### config.mk
export PLATFORM = sky130hd
export DESIGN_NAME = fed_arith
export DESIGN_NICKNAME = d
export VERILOG_FILES = /design/src/rtl/fed_pkg.sv /design/src/rtl/fed_arith.sv
export SDC_FILE = /design/constraint.sdc
export NUM_CORES = 2
export LEC_CHECK = 0
export ABC_AREA = 1
export BUFFER_PORTS_ARGS = -buffer_cell sky130_fd_sc_hd__buf_4
export CAP_MARGIN = 5
export CORE_MARGIN = 2
export CORE_UTILIZATION = 70
export DETAILED_ROUTE_END_ITERATION = 7
export PLACE_DENSITY = 0.95
export SLEW_MARGIN = 15
export SYNTH_ARGS = -nofsm -noshare
export SYNTH_HDL_FRONTEND = slang
export SYNTH_SLANG_ARGS = --single-unit
export TNS_END_PERCENT = 20
### constraint.sdc
create_clock -name clk -period 26.5 [get_ports clk]
set_input_delay 5.3 -clock clk [delete_from_list [all_inputs] [get_ports clk]]
set_output_delay 5.3 -clock clk [all_outputs]
set_load 0.005 [all_outputs]
### src/rtl/fed_pkg.sv
`default_nettype none
// ----------------------------------------------------------------------------
// fed_pkg
// Shared widths, register codes, reset values and the config struct of the
// feedback echo delay.
// ----------------------------------------------------------------------------
package fed_pkg;

  localparam int DLY_W      = 17;
  localparam int GAIN_W     = 16;
  localparam int MIX_W      = 17;
  localparam int CFG_IDX_W  = 2;
  localparam int CFG_DATA_W = 17;

  localparam logic [CFG_IDX_W-1:0] REG_DELAY = 2'd0;
  localparam logic [CFG_IDX_W-1:0] REG_GAIN  = 2'd1;
  localparam logic [CFG_IDX_W-1:0] REG_MIX   = 2'd2;

  localparam logic [DLY_W-1:0]  DELAY_RST = 17'd13230;
  localparam logic [GAIN_W-1:0] GAIN_RST  = 16'd19661;
  localparam logic [MIX_W-1:0]  MIX_RST   = 17'd13107;
  localparam logic [GAIN_W-1:0] FB_CAP    = 16'd58982;
  localparam logic [MIX_W-1:0]  MIX_ONE   = 17'd65536;

  typedef struct packed {
    logic [DLY_W-1:0]  delay;
    logic [GAIN_W-1:0] gain;
    logic [MIX_W-1:0]  mix;
  } cfg_t;

endpackage
`default_nettype wire

### src/rtl/fed_arith.sv
`default_nettype none
// ----------------------------------------------------------------------------
// fed_arith
// Product stage (registered multiplies) followed by rounding and saturation
// of the feedback write-back word and the dry/wet blend.
// ----------------------------------------------------------------------------
module fed_arith #(
  parameter int SB = 24
) (
  input  logic                 clk,
  input  logic                 load,
  input  logic                 wr_in,
  input  logic signed [SB-1:0] x,
  input  logic signed [SB-1:0] dl,
  input  fed_pkg::cfg_t        cfg,
  output logic signed [SB-1:0] wdata,
  output logic signed [SB-1:0] ydata
);
  import fed_pkg::*;

  localparam int FW = SB + 17;
  localparam int PW = SB + 18;
  localparam int BW = SB + 20;

  localparam logic signed [SB+2:0] F_HI = (SB+3)'((64'sd1 <<< (SB-1)) - 64'sd1);
  localparam logic signed [SB+2:0] F_LO = (SB+3)'(-(64'sd1 <<< (SB-1)));
  localparam logic signed [BW-1:0] B_HI = BW'((64'sd1 <<< (SB-1)) - 64'sd1);
  localparam logic signed [BW-1:0] B_LO = BW'(-(64'sd1 <<< (SB-1)));

  logic signed [16:0]   g_k;
  logic signed [17:0]   wet_k;
  logic signed [17:0]   dry_k;

  logic signed [SB-1:0] x_r;
  logic                 wr_r;
  logic signed [FW-1:0] p_fb;
  logic signed [PW-1:0] p_dry;
  logic signed [PW-1:0] p_wet;

  logic signed [FW:0]   fround;
  logic signed [SB+1:0] fb;
  logic signed [SB+2:0] fsum;
  logic signed [BW-1:0] bround;
  logic signed [BW-1:0] bsh;
  logic signed [SB-1:0] bsat;

  assign g_k   = $signed({1'b0, cfg.gain});
  assign wet_k = $signed({1'b0, cfg.mix});
  assign dry_k = $signed(18'(MIX_ONE) - {1'b0, cfg.mix});

  always_ff @(posedge clk) begin
    if (load) begin
      x_r   <= x;
      wr_r  <= wr_in;
      p_fb  <= dl * g_k;
      p_dry <= x * dry_k;
      p_wet <= dl * wet_k;
    end
  end

  // round half up: floor((p + 2^15) / 2^16)
  assign fround = (FW+1)'(p_fb) + (FW+1)'(32'sd32768);
  assign fb     = (SB+2)'(fround >>> 16);
  assign fsum   = (SB+3)'(x_r) + (SB+3)'(fb);

  assign wdata = (fsum > F_HI) ? SB'(F_HI) :
                 (fsum < F_LO) ? SB'(F_LO) : SB'(fsum);

  assign bround = BW'(p_dry) + BW'(p_wet) + BW'(32'sd32768);
  assign bsh    = bround >>> 16;
  assign bsat   = (bsh > B_HI) ? SB'(B_HI) :
                  (bsh < B_LO) ? SB'(B_LO) : SB'(bsh);

  assign ydata = wr_r ? bsat : x_r;

endmodule
`default_nettype wire
* Word level (Yosys, flattened, before mapping)
Cells that the tools add are included.
** Word-level totals
- Bits in registers :: 150
- Output and inout bits :: 48
** Cells by class
- Add/sub/neg operators :: 5
- Muxes and demuxes :: 5
- Order comparisons :: 4
- Multipliers :: 3
** Operators by type and width (count)
- $mux W24 :: 5
- $mul A24 B18 Y42 :: 2
- $add A43 B17 Y44 const B :: 1
- $add A42 B42 Y43 :: 1
- $add A41 B17 Y42 const B :: 1
- $mul A24 B17 Y41 :: 1
- $gt A28 B24 Y1 const B :: 1
- $lt A28 B24 Y1 const B :: 1
- $add A24 B26 Y27 :: 1
- $gt A27 B24 Y1 const B :: 1
- $lt A27 B24 Y1 const B :: 1
- $sub A17 B17 Y18 const A :: 1

* Logic depth before layout (Yosys ltp)
- Depth after elaboration :: 6
- Gate-level depth with buffers :: 38

* Worst setup path after synthesis
OpenSTA, ideal clock, no wires.
- Path kind :: in2reg
- From :: input cfg[0] in the netlist's numbering
- To :: register p_dry[34] (data pin)
- Arrival time :: 11.742 ns
- Stages :: 36
- Path slack :: 14.500 ns
- Cell sequence :: buf_6 clkbuf_1 clkbuf_1 inv_1 ha_1 nand2_1 nor2_1 nand2_1 nor2_1 inv_1 or2_2 nand2_1 inv_1 clkbuf_1 nand2_1 fa_1 inv_1 fa_1 inv_1 fa_1 inv_1 fa_1 inv_1 fa_1 fa_1 inv_1 ha_1 a21oi_1 a21boi_0 nor2_1 nor2_1 nand2_1 a21oi_1 o21ai_0 a21oi_1 xnor2_1
** Between the ends
- Word-level cells in the longest chain between the ends :: 2
** RTL lines
- from (decl) :: RTL line fed_arith.sv:15 : input fed_pkg::cfg_t cfg,
- $sub A17 B17 Y18 :: RTL line fed_arith.sv:49 : assign dry_k = $signed(18'(MIX_ONE) - {1'b0, cfg.mix});
- $mul A24 B18 Y42 :: RTL line fed_arith.sv:56 : p_dry <= x * dry_k;
- to (signal assigned) :: RTL line fed_arith.sv:56
- to (decl) :: RTL line fed_arith.sv:37 : logic signed [PW-1:0] p_dry;
No other way between the ends.
A chain may end at the register's enable or synchronous reset.

* Worst setup path in the final report
Ends and elaborated chain as after synthesis.

==> results by group <==
Synthesis
  • Post-synthesis sequential element count: 135
  • Post-synth design cell area: 55200 µm²
  • Post-synth net total: 8685
  • Library cells used by synthesis: 52
  • Synth warnings: 0
  • Synthesized area per cell: 7.93 µm²
  • Mux share of post-synthesis cell area: 0%
  • Largest family of logic cells by synthesized area: adder cells
  • Asr flop ratio synth: 0%
  • Synth Area in Adders: 53.0%
  • Mapped Cells: 6966
  • Post-Synth Simple-Gate Area: 16.7%
  • Xor and xnor fraction of the mapped netlist area: 3.01%
  • Post-synthesis compound-gate area fraction: 4.39%
  • Ys flop type: edfxtp_1
  • Number of synthesized flops with an enable pin: 135
  • Post-synthesis sequential area ratio: 7.34%

Drt
  • Post-DRT Antenna Nets: 0
  • Routed length on met3: 18600 µm
  • Met1 Routed Length: 53800 µm
  • Vias/cell: 5.79
  • DRC viols: 7
  • DR iter-0 viols: 4631
  • Drt total wl: 162000 µm
  • Top sig layer: met5
  • WL met2: 75500 µm
  • Vias: 45863
  • WL per Instance: 20.4 µm
  • DR pass1 iterations: 8

Clock network
  • Htree depth: 4
  • CTS tree: done
  • CTS Root Cell: clkbuf_16
  • TritonCTS Buffers: 17
  • Max Root-Sink Buffers: 2
  • Clock sinks: 135
  • Cts hold-fix bufs: 0
  • Clock transition at the registers of the reported paths: 0.07 ns
  • CTS resizes: 0
  • Post-CTS Setup Bufs: 0

Hold path
  • Hold EP: wr_r
  • Hold Path Depth: 1
  • Min-delay worst type: in -> reg
  • Hold_sp: wr_in

Place
  • Dpl ws: 12.89 ns
  • DP HPWL: 129000 µm
  • Placed Area: 56500 µm²
  • Final GP Congestion: 0.996
  • Port bufs: 131

Die
  • Die area: 81200 µm²
  • Die Y: 285 µm
  • Top Ports: 149
  • Core Region: 77700 µm²
  • Die Wd: 285 µm
  • Initial core utilization: 71.1%
  • Row count: 102

Critical path
  • CP max FO: 50
  • Arrival time at the worst endpoint: 13.63 ns
  • WP data required: 26.72 ns
  • Master of the slowest instance on the critical path: inv_1
  • Worst Path Buf+Inv: 8
  • CP Depth: 30
  • Crit-path max cell delay: 0.89 ns
  • CP most frequent cell: inv_1
  • Crit Path Category: in -> reg
  • Startpoint types: input port
  • Crit-path leading delay family: adder cells
  • CP endpoint kind: register

Timing
  • Final setup viols: 0
  • Hold WS: 5.01 ns
  • Fin worst setup slack: 13.09 ns
  • Final period utilization: 50.6%
  • Setup tns final: 0 ns
  • Post-route minimum period: 13.41 ns
  • Unrepaired setup endpoints after global routing: no
  • Fmax: 74.6 MHz
  • Final Hold Viols: 0
  • Slew HR: 24.5%
  • Worst Tran Pin Value: 1.13 ns
  • Final slew viol count: 0

Global routing
  • Gr usage total: 41.2%
  • Maximum number of pins on one net before global-route repair: 80
  • First-pass GRT wire length: 258000 µm
  • Global route total overflow: 0
  • Antenna violations before repair: 4
  • Vias in the first global route: 50749

Run
  • Max_cap viols: 0

Finish
  • # nets final: 8585
  • Final Cell Area: 57100 µm²
  • Layout cells sized above 1: 3.33%
  • Most common cell after layout, fill and taps aside: inv_1
  • Commonest non-fill, non-tap cells in the layout: 2003 x inv_1, 1769 x nand2_1, 1202 x fa_1
  • Area delta synth->final: 3.39%

Run status
  • Status: finished with violations
  • Failing checks: design-rule violations
==> kinds of logic (layout without fill, tap and decap cells) <==
| logic type | Yosys count | count (layout) |
|---|---|---|
| AO/OA/AOI/OAI | 423 | 423 |
| XOR/XNOR | 190 | 190 |
| adder cells (fa/ha/maj) | 1618 | 1618 |
| buffers and inverters | 2261 | 2174 |
| flip-flops | 135 | 135 |
| other | 0 | 1 |
| AND/OR/NAND/NOR | 2339 | 2339 |
==> area by class of cell <==
cell class                      count  area (µm²)
Antenna cell                        1        2.50
Clock buffer                       18         429
Clock inverter                     14         171
Fill cell                        5489       20600
Inverter                         2006        7530
Multi-Input combinational cell   4570       42600
Sequential cell                   135        4050
Tap cell                         1040        1300
Timing Repair Buffer              136        1020
==> stage by stage <==
stage                     std cells  util (%)
after floorplan                6966         -
after global placement         7887      72.7
after detailed placement       7887      72.7
after CTS                      7919      73.5
after global routing           7920      73.5
final                          7920      73.5
==> state kept, by name, indices dropped and copies added (netlist names) <==
| register | count |
|---|---|
| p_wet | 42 |
| x_r | 24 |
| p_fb | 26 |
| wr_r | 1 |
| p_dry | 42 |
==> worst max path at each step <==
stage,end,from
final,p_dry[34],cfg[0]
after global routing,p_dry[36],cfg[0]
after CTS,p_dry[34],cfg[0]
after detailed placement,p_dry[34],cfg[0]
after global placement,p_dry[36],cfg[0]
after floorplan,p_dry[34],cfg[0]
==> layer usage <==
| metal | track usage [%] | vias up |
|---|---|---|
| met5 | 0 | - |
| met4 | 29.0 | 6 |
| met3 | 10.0 | 1045 |
| met2 | 68.0 | 3064 |
| met1 | 47.5 | 21963 |
| li1 | - | 19785 |
==> synth_stat cells (12+ instances only) <==
| cell type | n | share of area [%] |
|---|---|---|
| ha_1 | 416 | 9.4 |
| nor2_2 | 24 | 0.27 |
| a21o_1 | 15 | 0.20 |
| clkbuf_1 | 220 | 1.5 |
| nand2_1 | 1769 | 12 |
| nand4_1 | 20 | 0.23 |
| fa_1 | 1202 | 44 |
| inv_1 | 2003 | 14 |
| o21ai_0 | 98 | 0.89 |
| o21bai_1 | 26 | 0.35 |
| nor3_1 | 42 | 0.38 |
| nand3_1 | 88 | 0.80 |
| a21oi_1 | 199 | 1.8 |
| xnor2_1 | 67 | 1.1 |
| nor4_1 | 12 | 0.14 |
| edfxtp_1 | 135 | 7.3 |
| a31oi_1 | 31 | 0.35 |
| nor2_1 | 345 | 2.3 |
| xor2_1 | 123 | 2.0 |
Power is not shown: default switching activity piles up to over one toggle a cycle in this logic, so the estimate is an artifact.
