--- src/rtl/fed_pkg.sv ---
`default_nettype none
// ----------------------------------------------------------------------------
// fed_pkg
// Shared widths, register codes, reset values and the config struct of the
// feedback echo delay.
// ----------------------------------------------------------------------------
package fed_pkg;

  localparam int DLY_W      = 17;
  localparam int GAIN_W     = 16;
  localparam int MIX_W      = 17;
  localparam int CFG_IDX_W  = 2;
  localparam int CFG_DATA_W = 17;

  localparam logic [CFG_IDX_W-1:0] REG_DELAY = 2'd0;
  localparam logic [CFG_IDX_W-1:0] REG_GAIN  = 2'd1;
  localparam logic [CFG_IDX_W-1:0] REG_MIX   = 2'd2;

  localparam logic [DLY_W-1:0]  DELAY_RST = 17'd13230;
  localparam logic [GAIN_W-1:0] GAIN_RST  = 16'd19661;
  localparam logic [MIX_W-1:0]  MIX_RST   = 17'd13107;
  localparam logic [GAIN_W-1:0] FB_CAP    = 16'd58982;
  localparam logic [MIX_W-1:0]  MIX_ONE   = 17'd65536;

  typedef struct packed {
    logic [DLY_W-1:0]  delay;
    logic [GAIN_W-1:0] gain;
    logic [MIX_W-1:0]  mix;
  } cfg_t;

endpackage
`default_nettype wire

--- src/rtl/fed_cfg.sv ---
`default_nettype none
// ----------------------------------------------------------------------------
// fed_cfg
// Configuration registers. Values are clamped to their legal range on write.
// ----------------------------------------------------------------------------
module fed_cfg #(
  parameter int MAX_DELAY = 131072
) (
  input  logic                            clk,
  input  logic                            rst,
  input  logic                            we,
  input  logic [fed_pkg::CFG_IDX_W-1:0]   index,
  input  logic [fed_pkg::CFG_DATA_W-1:0]  data,
  output fed_pkg::cfg_t                   cfg
);
  import fed_pkg::*;

  localparam int CMP_W = (MAX_DELAY > (1 << DLY_W)) ? $clog2(MAX_DELAY) + 1 : DLY_W + 1;
  localparam logic [CMP_W-1:0] DMAX_C = CMP_W'(MAX_DELAY - 1);

  function automatic logic [DLY_W-1:0] clamp_delay(input logic [DLY_W-1:0] d);
    logic [CMP_W-1:0] de;
    de = CMP_W'(d);
    if (d == '0) return DLY_W'(1);
    if (de > DMAX_C) return DLY_W'(DMAX_C);
    return d;
  endfunction

  logic [GAIN_W-1:0] gain_w;
  logic [MIX_W-1:0]  mix_w;

  assign gain_w = data[GAIN_W-1:0];
  assign mix_w  = data[MIX_W-1:0];

  always_ff @(posedge clk) begin
    if (rst) begin
      cfg.delay <= clamp_delay(DELAY_RST);
      cfg.gain  <= GAIN_RST;
      cfg.mix   <= MIX_RST;
    end else if (we) begin
      unique case (index)
        REG_DELAY: cfg.delay <= clamp_delay(data[DLY_W-1:0]);
        REG_GAIN:  cfg.gain  <= (gain_w > FB_CAP) ? FB_CAP : gain_w;
        REG_MIX:   cfg.mix   <= (mix_w > MIX_ONE) ? MIX_ONE : mix_w;
        default: ;
      endcase
    end
  end

endmodule
`default_nettype wire

--- config.mk ---
export PLATFORM = sky130hd
export DESIGN_NAME = fed_cfg
export DESIGN_NICKNAME = d
export VERILOG_FILES = /design/src/rtl/fed_pkg.sv /design/src/rtl/fed_cfg.sv
export SDC_FILE = /design/constraint.sdc
export NUM_CORES = 1
export LEC_CHECK = 0
export BUFFER_PORTS_ARGS = -buffer_cell sky130_fd_sc_hd__buf_2
export CORE_UTILIZATION = 48
export DETAILED_ROUTE_END_ITERATION = 12
export PLACE_DENSITY = 0.89
export SLEW_MARGIN = 20
export SYNTH_ARGS = -nofsm -noshare
export SYNTH_HDL_FRONTEND = slang
export SYNTH_SLANG_ARGS = --single-unit
--- constraint.sdc ---
create_clock -name clk -period 1.7 [get_ports clk]
set_input_delay 0.255 -clock clk [delete_from_list [all_inputs] [get_ports clk]]
set_output_delay 0.255 -clock clk [all_outputs]
set_load 0.01 [all_outputs]
## Yosys cells after proc, flatten, opt, wreduce, memory -nomap -nowiden

Index checks and enable logic that the tools add are counted.

| storage, ports and cells | value |
|---|---|
| bits in registers | 50 |
| logic and storage cells | 20 |
| output and inout bits | 50 |
| input bits | 22 |

| cells by class | value |
|---|---|
| equality and inequality tests | 2 |
| reductions and logical operators | 5 |
| mux-type cells | 8 |
| magnitude comparators | 2 |

Operators by type and width:

| cell | number |
|---|---|
| 2-to-1 mux 17 bit | 3 |
| greater-than comparator 17 bit (second input constant) | 1 |
| zero test 17 bit | 1 |
| greater-than comparator 16 bit (second input constant) | 1 |
| 2-to-1 mux 16 bit | 1 |
| AND reduction 2 bit | 3 |
| 2-to-1 mux 1 bit | 4 |
| equality test 2 x 1 -> 1 bit (second input constant) | 1 |
| equality test 2 bit (second input constant) | 1 |
| zero test 2 bit | 1 |

## Logic depth before layout (Yosys ltp)

Gate-level depths: netlist of the first run.

| logic depth | value |
|---|---|
| depth after elaboration | 6 |
| mapped depth | 6 |
| mapped depth without buffers | 4 |

## Worst setup path before layout of the first run

No wires, ideal clock.

| path | value |
|---|---|
| kind | input -> register |
| start point | in data[7] (netlist name) |
| end point | reg cfg[18] (netlist name) |
| library setup time | 0.140 ns |
| required time | 1.560 ns |
| arrival time | 1.262 ns |
| setup slack | 0.298 ns |
| path buffers | 1 |
| stages | 5 |
| path through | or3_1 a311oi_2 or2_1 buf_2 a311oi_1 |

| between the ends | value |
|---|---|
| longest elaborated chain between the ends | 2 |

Ends and longest elaborated chain:

| element | line | source |
|---|---|---|
| start, declared | fed_cfg.sv:13 | `input logic [fed_pkg::CFG_DATA_W-1:0] data,` |
| greater-than comparator 16 bit | fed_cfg.sv:43 | `REG_GAIN: cfg.gain <= (gain_w > FB_CAP) ? FB_CAP : gain_w;` |
| 2-to-1 mux 16 bit | fed_cfg.sv:43 |  |
| end, declared | fed_cfg.sv:14 | `output fed_pkg::cfg_t cfg` |

No other way between the ends.
A chain may end at the register's enable or synchronous reset.

## Worst setup path after layout of the first run

Same ends and word-level chain as after synthesis.

==> results.md, run 1 <==
- Outcome: completed
- Synth top area cells: dfxtp_1, nand2_1, a21oi_1
- Crit path required time: 1880 ps
- CTS resizes: 0
- Setup TNS: 0 ps
- Relative slew margins: 0.6263
- Final WL: slightly above 5 mm
- Yosys top cell by area: dfxtp_1
- Cells after synthesis: 230
- CTS tree: done
- Initial antenna violation count: 0
- Nets: 322
- Setup Viol. Count Final: 0
- First-pass GRT wire length: between 8 and 9 mm
- Synth unique cells: 33
- Num CTS Buffers: 5
- Multi-input logic area: 864.6 µm²
- Fmax: 755.1 MHz
- Vias in the first global route: 1694
- CTS sink cnt: 50
- Sequential fraction of the synthesis area: 0.5125
- Row cnt: 22
- Setup CP Type: in -> reg
- Peak supply drop: 0.5501 mV
- Post-route ant nets: 0
- Tmin final: 1324 ps
- Clk_lat worst skew: 300 ps
- N_diodes: 0
- Number of enable flip-flop cells after synthesis: 0
- Area growth from synthesis to layout: 25.24%
- CP top delay family: simple AND/OR/NAND/NOR gates
- Pwr/cell area: 897.6 nW/µm²
- Total grt overflow: 0
- CP max stage delay: 420 ps
- Unrepaired setup endpoints after global routing: no
- Register bit total from synthesis: 50
- Final Skew: 0 ps
- Pre-antenna DRT Iters: 5
- Yosys warns: 0
- Share of the synthesized area in the top cell type: 0.5125
- Max Cap Viol: 0
- Worst setup EP type: flop
- Most common cell in the netlist: dfxtp_1
- CP Cell Sequence: buf_2 -> or3_1 -> a311oi_2 -> or2_1 -> a311oi_1
- Final Hold Fails: 0
- Synth top cells by count: dfxtp_1, nand2_1, a21oi_1, nor2_1, clkbuf_1
- Postcts setup bufs: 0
- WP data arrival: 1500 ps
- Top FF cell, synth: dfxtp_1
- Share of layout cells above drive strength 1: 0.3010
- Largest net degree at the start of global routing: 24
- Worst Setup Start Kind: input pin
- Mapped Nets: 252
- Number of flip-flops in the largest register: 50
- Worst-case clock buffer depth: 2
- DR WL/cell: between 10 and 15 µm
- Type of the most critical hold path: in -> reg
- Reg area: 1001 µm²
- CTS H-tree depth: 2
- Leakage: 0.001126 µW
- Critical-path top delay cell: or3_1
- Reg with most FFs: cfg
- Total GRT Usage: 0.2542
- Share of synthesized registers carrying an async set or reset: 0
- Placed Cells: 341
- Initial Util: 0.5179
- Worst hold slack: 230.7 ps
- Crit path buffers/inverters: 1
- CTS root buf: clkbuf_8
- IO buf count: 71
- Fillcell total: 321
- Avg Cell Area, Syn: roughly 8.5 µm²
- I/O pin count: just over 70
- Chip height: 65.79 µm
- Core Area: 3771 µm²
- DRT iter0 DRCs: 155
- Drt via density: 5.550
- Non-Filler Instances: 347
- Least-Margin Pin Slew: between 500 and 600 ps
- Via Count: 1926
- Period utilisation layout: 0.7790
- Largest fanout on the critical path: 6
- Post-CTS Hold Fix Bufs: 0
- Post-DP HPWL: 3.728 mm
- Chip Width: 65.79 µm
- Max-slew violations: 0
- Biggest regs: cfg (50)
- Die area: 4328 µm²
- # DRC: 0
- RePlAce Congestion: between 0.8 and 0.9
- Clock-pin slew on the worst setup and hold paths: 80 ps
- Cell area after synthesis: 1953 µm²
layer usage:
metal / wire length [µm] / share of wire / GRT usage
met1: 2235 / 0.44 / 0.3434
met5: 0 / 0 / 0
met3: 407 / 0.080 / 0.07759
met2: 2374 / 0.47 / 0.3941
met4: 55 / 0.011 / 0.05978
power by group:
part	switching (µW)	internal (µW)	total [µW]
combinational	175	106	282
clock	356	314	670
sequential	24.1	1220	1240
total	556	1640	2200
cell usage in the layout, fill, tap and decap left out, drive strengths merged, types with 6 or more instances in the layout:
| cell type | instances |
|---|---|
| nand2 | 47 |
| nor3 | 7 |
| buf | 78 |
| dfxtp | 50 |
| and3 | 9 |
| nand3 | 9 |
| clkbuf | 6 |
| inv | 8 |
| a21oi | 28 |
| nor2 | 15 |
area by class of cell:
cell class / instances / share of cell area
flip-flops and latches: 50 / 0.4092
multi-input cells: 157 / 0.3535
repair buffers: 78 / 0.1668
clock buffers: 6 / 0.03376
well taps: 48 / 0.02455
inverters: 8 / 0.01228
worst reg2reg max path: cells and delay by family, from the launching register on:
family	cells	cell delay [ps]
flip-flops	1	320
AO/OA/AOI/OAI	2	320
through the flow:
step	setup WS (ps)	util	power, µW	cell area (µm²)
3_3_place_gp	140.8	0.6267	1543	2364
3_5_place_dp	89.07	0.6267	1550	2364
4_1_cts	398.1	0.6486	2211	2446
2_1_floorplan	297.7	-	1415	1953
6_report	375.7	0.6486	2196	2446
5_1_grt	331.2	0.6486	2307	2446
cell families (layout without fill, tap and decap cells):
kind of cell | count (synthesis) | count (layout) | share of synthesized area
AND/OR/NAND/NOR | 102 | 102 | 0.2460
buffers and inverters | 23 | 92 | 0.04484
AO/OA/AOI/OAI | 55 | 55 | 0.1967
flip-flops | 50 | 50 | 0.5125
worst paths after layout:
path	start	cells past startpoint	slack, ps	end
worst min-delay path	data[12]	3	230	cfg[12]
worst max register to register	cfg[28]	2	960	cfg[28]
worst max-delay path	data[7]	5	380	cfg[18]
worst min register to register	cfg[39]	2	450	cfg[39]
Note: power is estimated with default switching activity, not from simulation.
==> inputs of run 2 (changes only) <==
--- a/config.mk
+++ b/config.mk
@@ -5,8 +5,9 @@
 export SDC_FILE = /design/constraint.sdc
 export NUM_CORES = 1
 export LEC_CHECK = 0
+export ABC_AREA = 1
 export BUFFER_PORTS_ARGS = -buffer_cell sky130_fd_sc_hd__buf_2
-export CORE_UTILIZATION = 48
+export CORE_UTILIZATION = 49
 export DETAILED_ROUTE_END_ITERATION = 12
 export PLACE_DENSITY = 0.89
 export SLEW_MARGIN = 20
==> constraint.sdc (replaced) <==
create_clock -name clk -period 1.22 [get_ports clk]
set_input_delay 0.183 -clock clk [delete_from_list [all_inputs] [get_ports clk]]
set_output_delay 0.183 -clock clk [all_outputs]
set_load 0.01 [all_outputs]
==> run 2 against run 1 <==
  * Clock power rose by 44%
  * Sequential share of layout area fell by 3.5 points
  * Critical endpoint is now cfg[27]
  * Via count rose by 3.8%
  * Global-route usage fell by 0.46 points
  * Largest power group unchanged
  * Highest routed layer unchanged
  * First-iteration DRC count fell by 19%
==> results.md, run 2 <==
- Outcome: completed
- Peak supply drop: around 0.68 mV
- Worst r2r path cells: 1
- CTS H-tree depth: 2
- RePlAce Congestion: 0.9002
- WP data arrival: 1180 ps
- Synth unique cells: 29
- Cell area after synthesis: 2091 µm²
- Max Cap Viol: 0
- Post-CTS Hold Fix Bufs: 0
- Top FF cell, synth: dfxtp_1
- R2R setup slack: about 470 ps
- Yosys top cell by area: dfxtp_1
- CTS tree: done
- Chip Width: approximately 67 µm
- DRT iter0 DRCs: 125
- Cells after synthesis: 260
- Placed Cells: around 390
- Fmax: 1014 MHz
- Least-Margin Pin Slew: 377.7 ps
- Drt via density: 5.035
- IO buf count: between 70 and 80
- Non-Filler Instances: 397
- Final Skew: 0 ps
- Relative slew margins: 0.7478
- Setup Viol. Count Final: 0
- Avg Cell Area, Syn: 8.041 µm²
- Max-slew violations: 0
- CTS resizes: 0
- Chip height: 67.32 µm
- Num CTS Buffers: 5
- Share of the synthesized area in the top cell type: 0.4788
- Clk_lat worst skew: ~300 ps
- Total grt overflow: 0
- Most common cell in the netlist: dfxtp_1
- Worst setup EP type: flop
- Worst Setup Start Kind: input pin
- Initial Util: 0.5153
- Synth top cells by count: dfxtp_1, nand2_1, a21oi_1, o21ai_0, nor2_1
- Largest fanout on the critical path: 11
- Share of layout cells above drive strength 1: 0.3919
- Total power: roughly 3200 µW
- Share of synthesized registers carrying an async set or reset: 0
- Core Area: 4058 µm²
- Largest net degree at the start of global routing: 30
- First-pass GRT wire length: between 8 and 9 mm
- Reg with most FFs: cfg
- Final Hold Fails: 0
- Core Util, Final: 0.6596
- Type of the most critical hold path: in -> reg
- Crit Reg-Reg Endpoint: cfg[0]
- Number of enable flip-flop cells after synthesis: 0
- CP Launch Point: data[4]
- Worst-case clock buffer depth: 2
- Pwr/cell area: 1206 nW/µm²
- Final instance area: 2676 µm²
- RR Startpoint: cfg[0]
- Final WL: 5.252 mm
- Yosys warns: 0
- Die area: 4532 µm²
- DR WL/cell: 13.23 µm
- Tmin final: between 900 and 1000 ps
- Crit path required time: 1420 ps
- Post-route ant nets: 0
- Synth top area cells: dfxtp_1, nand2_1, a21oi_1
- # DRC: 0
- Via Count: 1999
- Post-DP Area: 2585 µm²
- Vias in the first global route: about 1800
- Biggest regs: cfg (50)
- Most frequent cells in the layout: buf_2, dfxtp_1, nand2_1, a21oi_1, o21ai_0
- I/O pin count: 72
- Row cnt: 23
- Mapped Nets: roughly 280
- CTS root buf: clkbuf_8
- Register bit total from synthesis: 50
- Area growth from synthesis to layout: 28.01%
- Period utilisation layout: 0.8087
- Nets: 368
- N_diodes: 0
- Crit path capture: cfg[27]
- Unrepaired setup endpoints after global routing: no
- Clock-pin slew on the worst setup and hold paths: 80 ps
- Setup CP Type: in -> reg
- Leakage: around 0.0012 µW
- Leading cell type in the layout, fill and taps excluded: buf_2
- Number of flip-flops in the largest register: 50
- CTS sink cnt: 50
- Total GRT Usage: 0.2496
- Postcts setup bufs: 0
- Setup TNS: 0 ps
- Fillcell total: 341
- Sequential fraction of the synthesis area: 0.4788
- Pre-antenna DRT Iters: 4
- Post-DP HPWL: a little over 4 mm
- Initial antenna violation count: 0
[run 2: worst max-delay path: stages]
cell,delay [ps]
buf_2,110
nor2_2,170
nand2_1,70
nor3_1,140
nand2_1,90
nand2_2,240
nand2_1,80
nand2_1,70
nand2_1,40
[run 2: power breakdown]
| part | leakage, µW | internal (µW) | switching (µW) | total, µW |
|---|---|---|---|---|
| registers | 0.000410 | 1720 | 40.0 | 1760 |
| clock network | 0.0000482 | 458 | 508 | 966 |
| logic | 0.000775 | 205 | 300 | 505 |
[run 2: cell families after synthesis]
kind of cell	after synthesis	share of synthesized area
flops	50	0.4788
simple gates	104	0.2478
compound gates	73	0.1903
buf+inv	33	0.08317
[run 2: worst min-delay path by stage]
stage,startpoint,endpoint,slack [ps],depth (start not counted)
after global routing,data[14],cfg[14],160,3
after floorplan,data[1],cfg[34],310,2
after global placement,cfg[36],cfg[36],430,2
final,data[13],cfg[13],150,3
after CTS,data[13],cfg[13],140,3
after detailed placement,cfg[36],cfg[36],440,2
[run 2: metal layers]
metal	part of all wire	routed length [µm]	track usage
met2	0.46	2403	0.4125
met5	0	0	0
met4	0.026	136	0.1170
met3	0.067	354	0.06757
met1	0.45	2358	0.2990
[run 2: layout make-up]
class / instances / area (µm²) / area share
inverters: 19 / 72.57 / 0.02712
repair buffers: 93 / 533.0 / 0.1992
flip-flops and latches: 50 / 1001 / 0.3740
clock inverters: 1 / 5.005 / 0.001870
clock buffers: 7 / 86.33 / 0.03226
well taps: 50 / 62.56 / 0.02338
multi-input cells: 177 / 915.9 / 0.3422
[run 2: per-stage QoR]
stage,hold WS [ps],setup WS (ps)
4_1_cts,141.2,240.3
6_report,146.5,233.4
5_1_grt,160.5,99.49
2_1_floorplan,309.3,231.6
3_3_place_gp,433.4,-32.03
3_5_place_dp,441.9,-77.63
==> inputs of run 3 (changes only) <==
==> constraint.sdc (replaced) <==
create_clock -name clk -period 1.01 [get_ports clk]
set_input_delay 0.1515 -clock clk [delete_from_list [all_inputs] [get_ports clk]]
set_output_delay 0.1515 -clock clk [all_outputs]
set_load 0.01 [all_outputs]
==> run 3 against run 2 <==
  * Global-route usage rose by 1.9 points
  * Routed wire length rose by 14%
  * Sequential share of layout area fell by 1.7 points
  * Largest cell class unchanged
  * Via count rose by 8.9%
==> results.md, run 3 (synthesized netlist as in run 2, its figures left out) <==
- # DRC: 0
- Pre-antenna DRT Iters: 7
- Final Hold Fails: 0
- Chip Width: 67.32 µm
- Combinational Power Share: 0.167
- Worst setup EP type: primary output
- RePlAce Congestion: 0.8720
- Setup slack after placement: -276.8 ps
- Leading cell type in the layout, fill and taps excluded: buf_2
- CTS root buf: clkbuf_8
- Worst Setup Start Kind: flop
- Final worst slack: 42.45 ps
- Chip height: 67.32 µm
- Outcome: completed
- CP Cell Sequence: buf_2
- Total GRT Usage: 0.2686
- Number of flip-flops in the largest register: 50
- WP data arrival: 820 ps
- Num CTS Buffers: 5
- Worst-case clock buffer depth: 2
- Crit path required time: 860 ps
- I/O pin count: slightly above 70
- Setup CP Type: reg -> out
- Vias in the first global route: 1944
- Max-slew violations: 0
- First-pass GRT wire length: 8.956 mm
- N_diodes: 0
- DRT iter0 DRCs: 252
- Period utilisation layout: 0.9580
- Core Area: between 4000 and 5000 µm²
- Tmin final: 967.5 ps
- Final Skew: 0 ps
- Nets: 381
- Largest net degree at the start of global routing: 25
- Most frequent cells in the layout: buf_2, dfxtp_1, nand2_1, a21oi_1, buf_4
- Initial antenna violation count: 0
- Critical-path top delay cell: dfxtp_1
- Clk_lat worst skew: ~300 ps
- Int Power: 2905 µW
- Type of the most critical hold path: in -> reg
- Least-Margin Pin Slew: 254.1 ps
- Area growth from synthesis to layout: 33.93%
- CP top delay family: flip-flops
- CTS tree: done
- Biggest regs: cfg (50)
- DR WL/cell: 14.58 µm
- Final WL: between 5 and 6 mm
- Drt via density: 5.307
- CP max stage delay: approximately 370 ps
- Total grt overflow: 0
- Largest fanout on the critical path: 2
- Setup Viol. Count Final: 0
- Worst hold slack: 112.2 ps
- IO buf count: ~70
- Initial Util: 0.5153
- Leakage: 0.001296 µW
- Switching share of total power: 0.2685
- Crit path buffers/inverters: 1
- Peak supply drop: approximately 1.1 mV
- Pwr/cell area: 1418 nW/µm²
- Share of layout cells above drive strength 1: 0.4167
- Post-route ant nets: 0
- Via Count: 2176
- Reg with most FFs: cfg
- Post-DP HPWL: 4.392 mm
- Relative slew margins: 0.8304
- CTS sink cnt: 50
- Row cnt: 23
- CTS H-tree depth: 2
- Clock power frac: 0.298
- Clock-pin slew on the worst setup and hold paths: around 80 ps
- Sw power: 1067 µW
- Sequential share of power: 0.534
- Fmax: 1034 MHz
- Fillcell total: 338
- Die area: 4532 µm²
- Max Cap Viol: 0
## run 3: worst paths after layout
kind / start / endpoint / slack, ps / depth (start not counted)
hold reg to reg: cfg[36] / cfg[36] / 460 / 2
setup reg to reg: cfg[18] / cfg[18] / 270 / 2
setup / recovery: cfg[27] / cfg[27] / 40 / 1
hold / removal: data[13] / cfg[13] / 110 / 3
## run 3: stage by stage
| step | instances | power, µW | instance area [µm²] | setup TNS, ps | utilization |
|---|---|---|---|---|---|
| 5_1_grt | 410 | 4143 | 2800 | -98.66 | 0.6901 |
| 3_3_place_gp | 400 | 2792 | 2680 | -3629 | 0.6605 |
| 6_report | 410 | 3972 | 2800 | 0 | 0.6901 |
| 2_1_floorplan | 260 | 2488 | 2091 | 0 | - |
| 3_5_place_dp | 400 | 2814 | 2680 | -5424 | 0.6605 |
| 4_1_cts | 408 | 3976 | 2771 | 0 | 0.6830 |
## run 3: final cells by class
| cell class | count | area [µm²] | area share |
|---|---|---|---|
| Sequential cell | 50 | 1001 | 0.3575 |
| Multi-Input combinational cell | 178 | 937.1 | 0.3347 |
| Timing Repair Buffer | 105 | 635.6 | 0.2270 |
| Clock buffer | 7 | 86.33 | 0.03083 |
| Inverter | 19 | 72.57 | 0.02592 |
| Tap cell | 50 | 62.56 | 0.02234 |
| Clock inverter | 1 | 5.005 | 0.001787 |
## run 3: power groups by stage
stage	clock (µW)	sequential [µW]	combinational [µW]
global placement	0	2160	628
detailed placement	0	2170	646
CTS	1200	2120	650
global route	1290	2130	723
finish	1180	2120	665
floorplan	0	2210	274
## run 3: metal layers
metal / up-vias / global-route usage / wire length, µm
met1: 986 / 0.3092 / 2363
met2: 114 / 0.4675 / 2909
li1: 1053 / - / -
met3: 23 / 0.05574 / 517
met5: - / 0 / 0
met4: 0 / 0.1330 / 189
## run 3: timing repair
item                                    in CTS  in global routing
hold buffers                                 0                  0
setup buffers                                0                  1
endpoints found under the setup margin       0                 10
gates resized for setup                      0                  3
